## config.mk

```make
export PLATFORM = sky130hd
export DESIGN_NAME = periodic_task_dispatcher_flat
export DESIGN_NICKNAME = d
export VERILOG_FILES = /design/src/sv/ptd_pkg.sv /design/src/sv/ptd_in_if.sv /design/src/sv/ptd_out_if.sv /design/src/sv/periodic_task_dispatcher.sv /design/src/sv/ptd_table.sv /design/src/sv/ptd_alu.sv /design/src/sv/ptd_ctrl.sv /design/src/flat_wrapper.sv
export SDC_FILE = /design/constraint.sdc
export NUM_CORES = 2
export LEC_CHECK = 0
export BUFFER_PORTS_ARGS = -buffer_cell sky130_fd_sc_hd__buf_2
export CORE_MARGIN = 3
export CORE_UTILIZATION = 54
export DETAILED_ROUTE_END_ITERATION = 10
export GPL_ROUTABILITY_DRIVEN = 0
export PLACE_DENSITY = 0.7
export REMOVE_ABC_BUFFERS = 1
export SETUP_SLACK_MARGIN = 0.4
export SYNTH_ARGS = -nofsm -noshare
export SYNTH_HDL_FRONTEND = slang
export SYNTH_HIERARCHICAL = 1
export SYNTH_SLANG_ARGS = --single-unit
```

## constraint.sdc

```tcl
create_clock -name i_clk -period 26.5 [get_ports i_clk]
set_clock_uncertainty 0.15 [all_clocks]
set_input_delay 5.3 -clock i_clk [delete_from_list [all_inputs] [get_ports i_clk]]
set_output_delay 5.3 -clock i_clk [all_outputs]
set_load 0.005 [all_outputs]
```

## src/sv/ptd_pkg.sv

```systemverilog
// Package for the periodic task dispatcher: sizes, codes, FSM state and
// the structs passed between the table, the adder unit and the sequencer.
// No dependencies.
`timescale 1ns / 1ps

package ptd_pkg;

    localparam int NUM_TASKS = 8;
    localparam int IDX_W     = (NUM_TASKS > 1) ? $clog2(NUM_TASKS) : 1;
    localparam int TIME_W    = 32;
    localparam int ID_W      = 3;
    localparam int PROD_W    = 2 * TIME_W;

    // floor(p / 3) == (p * 0xAAAAAAAB) >> 33 for every 32-bit p
    localparam logic [TIME_W-1:0] THIRD_RECIP = 32'hAAAA_AAAB;
    localparam int                THIRD_SHIFT = 33;

    // input action codes
    localparam logic ACT_LOAD = 1'b0;
    localparam logic ACT_PASS = 1'b1;

    typedef enum logic [2:0] {
        S_IDLE,
        S_LOAD_MUL,
        S_LOAD_WR,
        S_CHECK,
        S_UPDATE,
        S_FINISH
    } t_state;

    // shared adder operation
    typedef enum logic {
        ALU_SLIP,   // due + period/3, slip window
        ALU_NEXT    // (due or now) + period
    } t_alu_op;

    typedef struct packed {
        logic              load;     // write whole entry, due cleared
        logic              upd;      // write due time only
        logic [IDX_W-1:0]  addr;
        logic [TIME_W-1:0] period;
        logic [TIME_W-1:0] third;
        logic              rt;
        logic              valid;
        logic [TIME_W-1:0] due;
    } t_tbl_wr;

    typedef struct packed {
        logic              valid;
        logic              rt;
        logic [TIME_W-1:0] period;
        logic [TIME_W-1:0] third;
        logic [TIME_W-1:0] due;
    } t_tbl_rd;

    typedef struct packed {
        logic [TIME_W-1:0] sum;
        logic              now_lt_sum;
        logic              now_gt_due;
    } t_alu_res;

endpackage

```

## src/sv/ptd_in_if.sv

```systemverilog
// Input channel of the dispatcher: valid/ready plus one task or pass item.
// Depends on ptd_pkg.
`timescale 1ns / 1ps

interface ptd_in_if;
    logic                      valid;
    logic                      ready;
    logic                      action;
    logic [2:0]                task_index;
    logic [ptd_pkg::TIME_W-1:0] task_period;
    logic                      task_realtime;
    logic                      task_valid;
    logic [ptd_pkg::TIME_W-1:0] now_us;

    modport source (
        output valid, action, task_index, task_period, task_realtime, task_valid, now_us,
        input  ready
    );
    modport sink (
        input  valid, action, task_index, task_period, task_realtime, task_valid, now_us,
        output ready
    );
endinterface

```

## src/sv/ptd_out_if.sv

```systemverilog
// Result channel of the dispatcher: valid/ready plus one dispatch result.
// Depends on ptd_pkg.
`timescale 1ns / 1ps

interface ptd_out_if;
    logic                       valid;
    logic                       ready;
    logic [ptd_pkg::ID_W-1:0]   task_id;
    logic                       fired;
    logic [ptd_pkg::TIME_W-1:0] new_due_time;
    logic                       any_fired;
    logic                       last;

    modport source (
        output valid, task_id, fired, new_due_time, any_fired, last,
        input  ready
    );
    modport sink (
        input  valid, task_id, fired, new_due_time, any_fired, last,
        output ready
    );
endinterface

```

## src/sv/periodic_task_dispatcher.sv

```systemverilog
// Periodic task dispatcher. A load transaction writes one table entry
// (period, real-time flag, valid mark) and clears its due time; after
// the accept it runs the period/3 reciprocal multiply step, then the
// write step. A pass transaction walks all NUM_TASKS entries in index
// order with one shared 32-bit adder: an empty or not-yet-due entry
// takes only a check step, a due entry a check step (slip window) and
// then an update step (next due time). The update step waits while an
// earlier result cannot be passed on, the finish step while the result
// register is still full. Results come from an output register, so the
// last result may still wait while the next transaction is accepted.
// Each pass yields one result per dispatched task, or a single result
// with fired low when nothing was due; last marks the final one. The
// input is not ready while a transaction is in work.
// Depends on ptd_pkg, ptd_in_if, ptd_out_if, ptd_table, ptd_alu, ptd_ctrl.
`timescale 1ns / 1ps

module periodic_task_dispatcher (
    input  logic        i_clk,
    input  logic        i_rst_n,
    ptd_in_if.sink      i_task,
    ptd_out_if.source   o_result
);

    ptd_pkg::t_tbl_wr              tbl_wr;
    ptd_pkg::t_tbl_rd              tbl_rd;
    logic [ptd_pkg::IDX_W-1:0]     rd_addr;
    ptd_pkg::t_alu_op              alu_op;
    ptd_pkg::t_alu_res             alu_res;
    logic [ptd_pkg::TIME_W-1:0]    now;
    logic                          catch_up;

    // sequencer and result register
    ptd_ctrl u_ctrl (
        .i_clk     (i_clk),
        .i_rst_n   (i_rst_n),
        .i_task    (i_task),
        .o_result  (o_result),
        .i_rd      (tbl_rd),
        .i_alu     (alu_res),
        .o_wr      (tbl_wr),
        .o_rd_addr (rd_addr),
        .o_alu_op  (alu_op),
        .o_now     (now),
        .o_catch   (catch_up)
    );

    // task table
    ptd_table u_table (
        .i_clk     (i_clk),
        .i_rst_n   (i_rst_n),
        .i_wr      (tbl_wr),
        .i_rd_addr (rd_addr),
        .o_rd      (tbl_rd)
    );

    // shared adder
    ptd_alu u_alu (
        .i_op      (alu_op),
        .i_now     (now),
        .i_due     (tbl_rd.due),
        .i_third   (tbl_rd.third),
        .i_period  (tbl_rd.period),
        .i_catch   (catch_up),
        .o_res     (alu_res)
    );

endmodule

```

## src/sv/ptd_table.sv

```systemverilog
// Task table: period, period/3, real-time flag, valid mark and due time
// per entry. One write port, one read port. Depends on ptd_pkg.
`timescale 1ns / 1ps

module ptd_table (
    input  logic                          i_clk,
    input  logic                          i_rst_n,
    input  ptd_pkg::t_tbl_wr              i_wr,
    input  logic [ptd_pkg::IDX_W-1:0]     i_rd_addr,
    output ptd_pkg::t_tbl_rd              o_rd
);

    logic [ptd_pkg::NUM_TASKS-1:0]   r_valid;
    logic [ptd_pkg::NUM_TASKS-1:0]   r_rt;
    logic [ptd_pkg::TIME_W-1:0]      r_period [ptd_pkg::NUM_TASKS];
    logic [ptd_pkg::TIME_W-1:0]      r_third  [ptd_pkg::NUM_TASKS];
    logic [ptd_pkg::TIME_W-1:0]      r_due    [ptd_pkg::NUM_TASKS];

    // valid marks: the only state reset needs, the payload of empty entries is never used
    always_ff @(posedge i_clk) begin
        if (!i_rst_n) begin
            r_valid <= '0;
        end else if (i_wr.load) begin
            r_valid[i_wr.addr] <= i_wr.valid;
        end
    end

    // entry payload
    always_ff @(posedge i_clk) begin
        if (i_wr.load) begin
            r_rt[i_wr.addr]     <= i_wr.rt;
            r_period[i_wr.addr] <= i_wr.period;
            r_third[i_wr.addr]  <= i_wr.third;
            r_due[i_wr.addr]    <= i_wr.due;
        end else if (i_wr.upd) begin
            r_due[i_wr.addr]    <= i_wr.due;
        end
    end

    // read port
    always_comb begin
        o_rd.valid  = r_valid[i_rd_addr];
        o_rd.rt     = r_rt[i_rd_addr];
        o_rd.period = r_period[i_rd_addr];
        o_rd.third  = r_third[i_rd_addr];
        o_rd.due    = r_due[i_rd_addr];
    end

endmodule

```

## src/sv/ptd_alu.sv

```systemverilog
// Shared 32-bit adder with its compares, used twice per due task:
// once for the slip window, once for the next due time. Depends on ptd_pkg.
`timescale 1ns / 1ps

module ptd_alu (
    input  ptd_pkg::t_alu_op             i_op,
    input  logic [ptd_pkg::TIME_W-1:0]   i_now,
    input  logic [ptd_pkg::TIME_W-1:0]   i_due,
    input  logic [ptd_pkg::TIME_W-1:0]   i_third,
    input  logic [ptd_pkg::TIME_W-1:0]   i_period,
    input  logic                         i_catch,
    output ptd_pkg::t_alu_res            o_res
);

    logic [ptd_pkg::TIME_W-1:0] opa;
    logic [ptd_pkg::TIME_W-1:0] opb;

    // operand select
    always_comb begin
        case (i_op)
            ptd_pkg::ALU_SLIP: begin
                opa = i_due;
                opb = i_third;
            end
            ptd_pkg::ALU_NEXT: begin
                opa = i_catch ? i_due : i_now;
                opb = i_period;
            end
            default: begin
                opa = i_due;
                opb = i_third;
            end
        endcase
    end

    // wrapping add, unsigned compares
    always_comb begin
        o_res.sum        = opa + opb;
        o_res.now_lt_sum = (i_now < o_res.sum);
        o_res.now_gt_due = (i_now > i_due);
    end

endmodule

```

## src/sv/ptd_ctrl.sv

```systemverilog
// Sequencer of the dispatcher: takes transactions, walks the table one
// entry per step, drives the shared adder and the result register.
// Depends on ptd_pkg, ptd_in_if, ptd_out_if.
`timescale 1ns / 1ps

module ptd_ctrl (
    input  logic                          i_clk,
    input  logic                          i_rst_n,
    ptd_in_if.sink                        i_task,
    ptd_out_if.source                     o_result,
    input  ptd_pkg::t_tbl_rd              i_rd,
    input  ptd_pkg::t_alu_res             i_alu,
    output ptd_pkg::t_tbl_wr              o_wr,
    output logic [ptd_pkg::IDX_W-1:0]     o_rd_addr,
    output ptd_pkg::t_alu_op              o_alu_op,
    output logic [ptd_pkg::TIME_W-1:0]    o_now,
    output logic                          o_catch
);

    ptd_pkg::t_state r_state;
    ptd_pkg::t_state n_state;

    // captured transaction
    logic [2:0]                  r_index;
    logic [ptd_pkg::TIME_W-1:0]  r_period;
    logic                        r_rt;
    logic                        r_valid;
    logic [ptd_pkg::TIME_W-1:0]  r_now;

    logic [ptd_pkg::PROD_W-1:0]  r_prod;
    logic [ptd_pkg::IDX_W-1:0]   r_idx;
    logic                        r_catch;

    // pending result, held until we know whether it is the last one
    logic                        r_pend_valid;
    logic [ptd_pkg::IDX_W-1:0]   r_pend_id;
    logic [ptd_pkg::TIME_W-1:0]  r_pend_due;

    // result register
    logic                        r_out_valid;
    logic [ptd_pkg::ID_W-1:0]    r_out_id;
    logic                        r_out_fired;
    logic [ptd_pkg::TIME_W-1:0]  r_out_due;
    logic                        r_out_any;
    logic                        r_out_last;

    logic in_fire;
    logic out_free;
    logic last_idx;
    logic load_ok;
    logic is_due;
    logic upd_go;
    logic push_pend;
    logic push_fin;

    assign in_fire  = i_task.valid && i_task.ready;
    assign out_free = !r_out_valid || o_result.ready;
    assign last_idx = (r_idx == ptd_pkg::IDX_W'(ptd_pkg::NUM_TASKS - 1));
    assign load_ok  = (32'(r_index) < 32'(ptd_pkg::NUM_TASKS));
    assign is_due   = i_rd.valid && i_alu.now_gt_due;

    // next state
    always_comb begin
        n_state = r_state;
        case (r_state)
            ptd_pkg::S_IDLE: begin
                if (in_fire) begin
                    n_state = (i_task.action == ptd_pkg::ACT_LOAD) ?
                              ptd_pkg::S_LOAD_MUL : ptd_pkg::S_CHECK;
                end
            end
            ptd_pkg::S_LOAD_MUL: n_state = ptd_pkg::S_LOAD_WR;
            ptd_pkg::S_LOAD_WR:  n_state = ptd_pkg::S_IDLE;
            ptd_pkg::S_CHECK: begin
                if (is_due) begin
                    n_state = ptd_pkg::S_UPDATE;
                end else if (last_idx) begin
                    n_state = ptd_pkg::S_FINISH;
                end
            end
            ptd_pkg::S_UPDATE: begin
                if (!r_pend_valid || out_free) begin
                    n_state = last_idx ? ptd_pkg::S_FINISH : ptd_pkg::S_CHECK;
                end
            end
            ptd_pkg::S_FINISH: begin
                if (out_free) begin
                    n_state = ptd_pkg::S_IDLE;
                end
            end
            default: n_state = ptd_pkg::S_IDLE;
        endcase
    end

    // control outputs
    always_comb begin
        upd_go    = (r_state == ptd_pkg::S_UPDATE) && (!r_pend_valid || out_free);
        push_pend = upd_go && r_pend_valid;
        push_fin  = (r_state == ptd_pkg::S_FINISH) && out_free;

        o_alu_op  = (r_state == ptd_pkg::S_UPDATE) ? ptd_pkg::ALU_NEXT : ptd_pkg::ALU_SLIP;
        o_rd_addr = r_idx;
        o_now     = r_now;
        o_catch   = r_catch;

        o_wr.load   = (r_state == ptd_pkg::S_LOAD_WR) && load_ok;
        o_wr.upd    = upd_go;
        o_wr.addr   = o_wr.load ? ptd_pkg::IDX_W'(r_index) : r_idx;
        o_wr.period = r_period;
        o_wr.third  = ptd_pkg::TIME_W'(r_prod >> ptd_pkg::THIRD_SHIFT);
        o_wr.rt     = r_rt;
        o_wr.valid  = r_valid;
        o_wr.due    = o_wr.load ? '0 : i_alu.sum;

        i_task.ready = (r_state == ptd_pkg::S_IDLE);
    end

    // control registers
    always_ff @(posedge i_clk) begin
        if (!i_rst_n) begin
            r_state      <= ptd_pkg::S_IDLE;
            r_idx        <= '0;
            r_pend_valid <= 1'b0;
            r_out_valid  <= 1'b0;
        end else begin
            r_state <= n_state;

            // table walk index
            if (in_fire) begin
                r_idx <= '0;
            end else if (((r_state == ptd_pkg::S_CHECK) && !is_due) || upd_go) begin
                if (!last_idx) begin
                    r_idx <= r_idx + ptd_pkg::IDX_W'(1);
                end
            end

            // pending result
            if (in_fire || push_fin) begin
                r_pend_valid <= 1'b0;
            end else if (upd_go) begin
                r_pend_valid <= 1'b1;
            end

            // result register handshake
            if (push_pend || push_fin) begin
                r_out_valid <= 1'b1;
            end else if (o_result.ready) begin
                r_out_valid <= 1'b0;
            end
        end
    end

    // payload registers
    always_ff @(posedge i_clk) begin
        if (in_fire) begin
            r_index  <= i_task.task_index;
            r_period <= i_task.task_period;
            r_rt     <= i_task.task_realtime;
            r_valid  <= i_task.task_valid;
            r_now    <= i_task.now_us;
        end

        // period/3 by reciprocal multiply, sliced in the write state
        if (r_state == ptd_pkg::S_LOAD_MUL) begin
            r_prod <= ptd_pkg::PROD_W'(r_period) * ptd_pkg::PROD_W'(ptd_pkg::THIRD_RECIP);
        end

        // slip window verdict for the due entry
        if (r_state == ptd_pkg::S_CHECK) begin
            r_catch <= i_rd.rt && i_alu.now_lt_sum;
        end

        if (upd_go) begin
            r_pend_id  <= r_idx;
            r_pend_due <= i_alu.sum;
        end

        if (push_pend) begin
            r_out_id    <= ptd_pkg::ID_W'(r_pend_id);
            r_out_fired <= 1'b1;
            r_out_due   <= r_pend_due;
            r_out_any   <= 1'b0;
            r_out_last  <= 1'b0;
        end else if (push_fin) begin
            r_out_id    <= r_pend_valid ? ptd_pkg::ID_W'(r_pend_id) : '0;
            r_out_fired <= r_pend_valid;
            r_out_due   <= r_pend_valid ? r_pend_due : '0;
            r_out_any   <= r_pend_valid;
            r_out_last  <= 1'b1;
        end
    end

    assign o_result.valid        = r_out_valid;
    assign o_result.task_id      = r_out_id;
    assign o_result.fired        = r_out_fired;
    assign o_result.new_due_time = r_out_due;
    assign o_result.any_fired    = r_out_any;
    assign o_result.last         = r_out_last;

endmodule

```

## src/flat_wrapper.sv

```systemverilog
// flat-port wrapper written by rule: the top's interface ports become plain ports
module periodic_task_dispatcher_flat 
  (i_clk, i_rst_n, i_task_valid, i_task_action, i_task_task_index, i_task_task_period, i_task_task_realtime, i_task_task_valid, i_task_now_us, i_task_ready, o_result_valid, o_result_task_id, o_result_fired, o_result_new_due_time, o_result_any_fired, o_result_last, o_result_ready);
  ptd_in_if i_task_i ();
  ptd_out_if o_result_i ();
  input  logic i_clk;
  input  logic i_rst_n;
  input wire logic [$bits(i_task_i.valid)-1:0] i_task_valid;
  input wire logic [$bits(i_task_i.action)-1:0] i_task_action;
  input wire logic [$bits(i_task_i.task_index)-1:0] i_task_task_index;
  input wire logic [$bits(i_task_i.task_period)-1:0] i_task_task_period;
  input wire logic [$bits(i_task_i.task_realtime)-1:0] i_task_task_realtime;
  input wire logic [$bits(i_task_i.task_valid)-1:0] i_task_task_valid;
  input wire logic [$bits(i_task_i.now_us)-1:0] i_task_now_us;
  output wire logic [$bits(i_task_i.ready)-1:0] i_task_ready;
  output wire logic [$bits(o_result_i.valid)-1:0] o_result_valid;
  output wire logic [$bits(o_result_i.task_id)-1:0] o_result_task_id;
  output wire logic [$bits(o_result_i.fired)-1:0] o_result_fired;
  output wire logic [$bits(o_result_i.new_due_time)-1:0] o_result_new_due_time;
  output wire logic [$bits(o_result_i.any_fired)-1:0] o_result_any_fired;
  output wire logic [$bits(o_result_i.last)-1:0] o_result_last;
  input wire logic [$bits(o_result_i.ready)-1:0] o_result_ready;
  assign i_task_i.valid = i_task_valid;
  assign i_task_i.action = i_task_action;
  assign i_task_i.task_index = i_task_task_index;
  assign i_task_i.task_period = i_task_task_period;
  assign i_task_i.task_realtime = i_task_task_realtime;
  assign i_task_i.task_valid = i_task_task_valid;
  assign i_task_i.now_us = i_task_now_us;
  assign i_task_ready = i_task_i.ready;
  assign o_result_valid = o_result_i.valid;
  assign o_result_task_id = o_result_i.task_id;
  assign o_result_fired = o_result_i.fired;
  assign o_result_new_due_time = o_result_i.new_due_time;
  assign o_result_any_fired = o_result_i.any_fired;
  assign o_result_last = o_result_i.last;
  assign o_result_i.ready = o_result_ready;
  periodic_task_dispatcher u_core (.i_clk(i_clk), .i_rst_n(i_rst_n), .i_task(i_task_i), .o_result(o_result_i));
endmodule
```

==> flow_metrics.py <==
metrics = {
    "layout": {
        "nNetsFinal": 4590,
        "fillers": 7653,
        "area_growth_pct": 9.65,
        "drive_gt1_frac": 0.180,
    },
    "clocking": {
        "cts_buffers": 99,
        "h-tree-depth": 3,
        "cts_resized": 0,
        "cts_buffer_depth": 3,
        "ctsHoldBuffers": 0,
        "post-cts-setup-buffers": 0,
        "cts_tree": "built",
        "cts.sinks": 966,
        "root_buffer": "clkbuf_16",
        "cts.reportedPaths.clkPinSlew_ps": 60,
        "clk_latency_ps": 690,
    },
    "synthesis": {
        "yosys_register_bits": 966,
        "yosys.area_share.adder": 0.231,
        "synthDominantCellAreaShare": 0.513,
        "synth_edf_count": 947,
        "syn_avg_cell_area_sq_um": 15.6,
        "synth_flop_cell": "edfxtp_1",
        "yosys.area_share.simple": 0.0351,
        "yosysWarnings": 6,
        "synth-seq-area-share": 0.520,
        "postSynthCellCount": 3548,
        "synth_top_area_cell": "edfxtp_1",
        "synth_top_family_by_area": "adder cells",
        "ys_async_sr_fraction": 0,
        "synth_cell_types": 77,
        "muxShareOfSynthArea": 0.116,
        "synth_xor_area_frac": 0.0167,
        "yosys-top-cells-area": "edfxtp_1 (51%), fa_1 (13%), ha_1 (10%)",
        "syn_area_sq_um": 55500,
        "synth_compound_area_frac": 0.0357,
    },
    "routing": {
        "drt_iter0_drc": 2301,
        "final_antenna_net_count": 0,
        "drc_errors": 0,
        "wl_per_cell_microns": 24.9,
        "wirelength_microns": 128000,
        "firstDrtPassIters": 5,
        "vias": 29500,
        "vias_per_cell": 5.73,
    },
    "sta": {
        "drv_slew": 0,
        "tightest_slew_ps": 1110,
        "rsz0062_at_grt": "false",
        "post-route-period-util": 0.332,
        "finalHoldViolations": 0,
        "setup_tns_ps": 0,
        "period_needed_ps": 8790,
        "max_slew_margin": 0.258,
        "fmax_ghz": 0.114,
        "setup_viol": 0,
    },
    "floorplan": {
        "rows": 116,
        "initial_core_util": 0.549,
        "io_pins": 114,
        "die_x_microns": 326,
        "die-area_sq_um": 107000,
        "die_y_microns": 326,
        "core_sq_um": 101000,
    },
    "worst_setup_path": {
        "r2r-start": "u_core/u_ctrl/r_period[5]",
        "slowest_stage": "edfxtp_1",
        "cp_slowest_stage_delay_ps": 730,
        "required_ps": 26760,
        "critPathKind": "flop to flop",
        "r2r_cells": 29,
        "critPathMaxFanout": 17,
        "rrSetupSlack_ps": 17710,
        "r2r-end": "u_core/u_ctrl/r_prod[63]",
        "worst_setup_path_start_kind": "flop",
        "end_kind": "flop",
        "crit_arrival_ps": 9050,
    },
    "hold_path": {
        "hold_depth": 2,
        "hold_end": "u_core/u_ctrl/o_result.fired",
        "min_path_type": "flop to flop",
        "min_from": "u_core/u_ctrl/o_result.fired",
    },
    "grt": {
        "track_usage": 0.246,
        "antenna_found_initial": 2,
        "grt_pass1_wl_microns": 195000,
        "grt_pass1_vias": 31300,
        "grt_max_degree": 104,
        "gr-total-overflow": 0,
    },
    "place": {
        "hpwl_microns": 91200,
        "io_buffers": 113,
    },
    "flow_run": {
        "timing.max_cap.violations": 0,
    },
    "outcome": {
        "status": "finished, final reports clean",
    },
}
[layout by cell type (no fill, tap or decap), types with 24 or more instances in the layout]
cell type / instances
a21o_1: 66
a21oi_1: 92
and2_1: 52
buf_2: 113
buf_4: 34
clkbuf_16: 100
edfxtp_1: 947
fa_1: 354
ha_1: 458
inv_1: 541
mux2_2: 162
mux4_2: 179
nand2_1: 76
nand2b_1: 24
nand4_1: 28
nor2_1: 55
nor2b_1: 47
o21ai_0: 45
xnor2_1: 57
xor2_1: 49
[how the worst max path moves through the flow]
stage / to / cells after the start / slack (ps) / startpoint
floorplan: u_core/u_table/r_valid[0] / 4 / 13290 / u_core/u_ctrl/o_rd_addr[0]
CTS: u_core/u_ctrl/r_prod[63] / 29 / 17780 / u_core/u_ctrl/r_period[5]
finish: u_core/u_ctrl/r_prod[63] / 29 / 17710 / u_core/u_ctrl/r_period[5]
global route: u_core/u_ctrl/r_prod[63] / 29 / 17340 / u_core/u_ctrl/r_period[5]
detailed placement: u_core/u_ctrl/r_prod[63] / 29 / 17830 / u_core/u_ctrl/r_period[5]
global placement: u_core/u_ctrl/r_prod[62] / 29 / 17860 / u_core/u_ctrl/r_period[5]
[cells in the mapped netlist (28+ instances only)]
library cell    n
and2_1         53
xor2_1         49
nor2_1         62
inv_1         544
xnor2_1        57
edfxtp_1      947
fa_1          354
a21oi_1        93
o21ai_0        45
nand4_1        28
nor2b_1        47
mux2_2        162
mux4_2        179
ha_1          458
clkbuf_1       48
nand2_1        76
a21o_1         66
[state kept, by name, indices dropped and copies added, names as in the netlist, 3 cells and up]
name,count
u_core/u_table/r_due,256
u_core/u_table/r_period,256
u_core/u_table/r_third,256
u_core/u_ctrl/o_now,32
u_core/u_ctrl/o_result.new_due_time,32
u_core/u_ctrl/r_pend_due,32
u_core/u_ctrl/r_period,32
u_core/u_ctrl/r_prod,31
u_core/u_table/r_rt,8
u_core/u_table/r_valid,8
u_core/u_ctrl/o_rd_addr,3
u_core/u_ctrl/o_result.task_id,3
u_core/u_ctrl/r_index,3
u_core/u_ctrl/r_pend_id,3
u_core/u_ctrl/r_state,3
[through the flow]
stage | std cells | utilization | area [sq um] | hold slack, ps | setup slack (ps)
after floorplan | 3455 | - | 54900 | 289 | 13290
after global placement | 4960 | 0.570 | 57600 | 278 | 17860
after detailed placement | 4960 | 0.570 | 57600 | 287 | 17830
after CTS | 5145 | 0.602 | 60800 | 296 | 17780
after global routing | 5145 | 0.602 | 60800 | 303 | 17340
final | 5148 | 0.602 | 60800 | 293 | 17710
[worst max-delay path: cells and delay by family (launching register included)]
kind                       cells  cell delay (ps)
buffers and inverters          6              390
DFF                            1              730
adders and majority gates      9             4070
AOI/OAI and AO/OA              9             2010
and+or+nand+nor                3              580
xor gates and xnor gates       2              620
[cell type report]
cell class	instances	area, sq um	share of cell area
Multi-Input combinational cell	1945	24200	0.398
Inverter	544	2050	0.0336
Antenna cell	3	7.51	0.000123
Sequential cell	966	28800	0.474
Clock inverter	63	618	0.0102
Clock buffer	122	2580	0.0425
Tap cell	1357	1700	0.0279
Timing Repair Buffer	148	841	0.0138
[logic make-up after synthesis]
family                     count (synthesis)
adders and majority gates                812
xor gates and xnor gates                 106
and+or+nand+nor                          363
other                                      1
muxes                                    369
AOI/OAI and AO/OA                        294
buffers and inverters                    637
DFF                                      966
[routing by layer]
| metal | routed length [microns] | part of all wire | global-route usage | vias up |
|---|---|---|---|---|
| met5 | 0 | 0 | 0 | - |
| met4 | 4970 | 0.039 | 0.0891 | 0 |
| met1 | 53600 | 0.42 | 0.337 | 15100 |
| met3 | 7540 | 0.059 | 0.0376 | 237 |
| met2 | 62300 | 0.48 | 0.403 | 988 |
| li1 | - | - | - | 13200 |
Power is left out: the tool's default activity adds up to more than one toggle a clock period on the data nets, which glitch-free logic cannot reach.
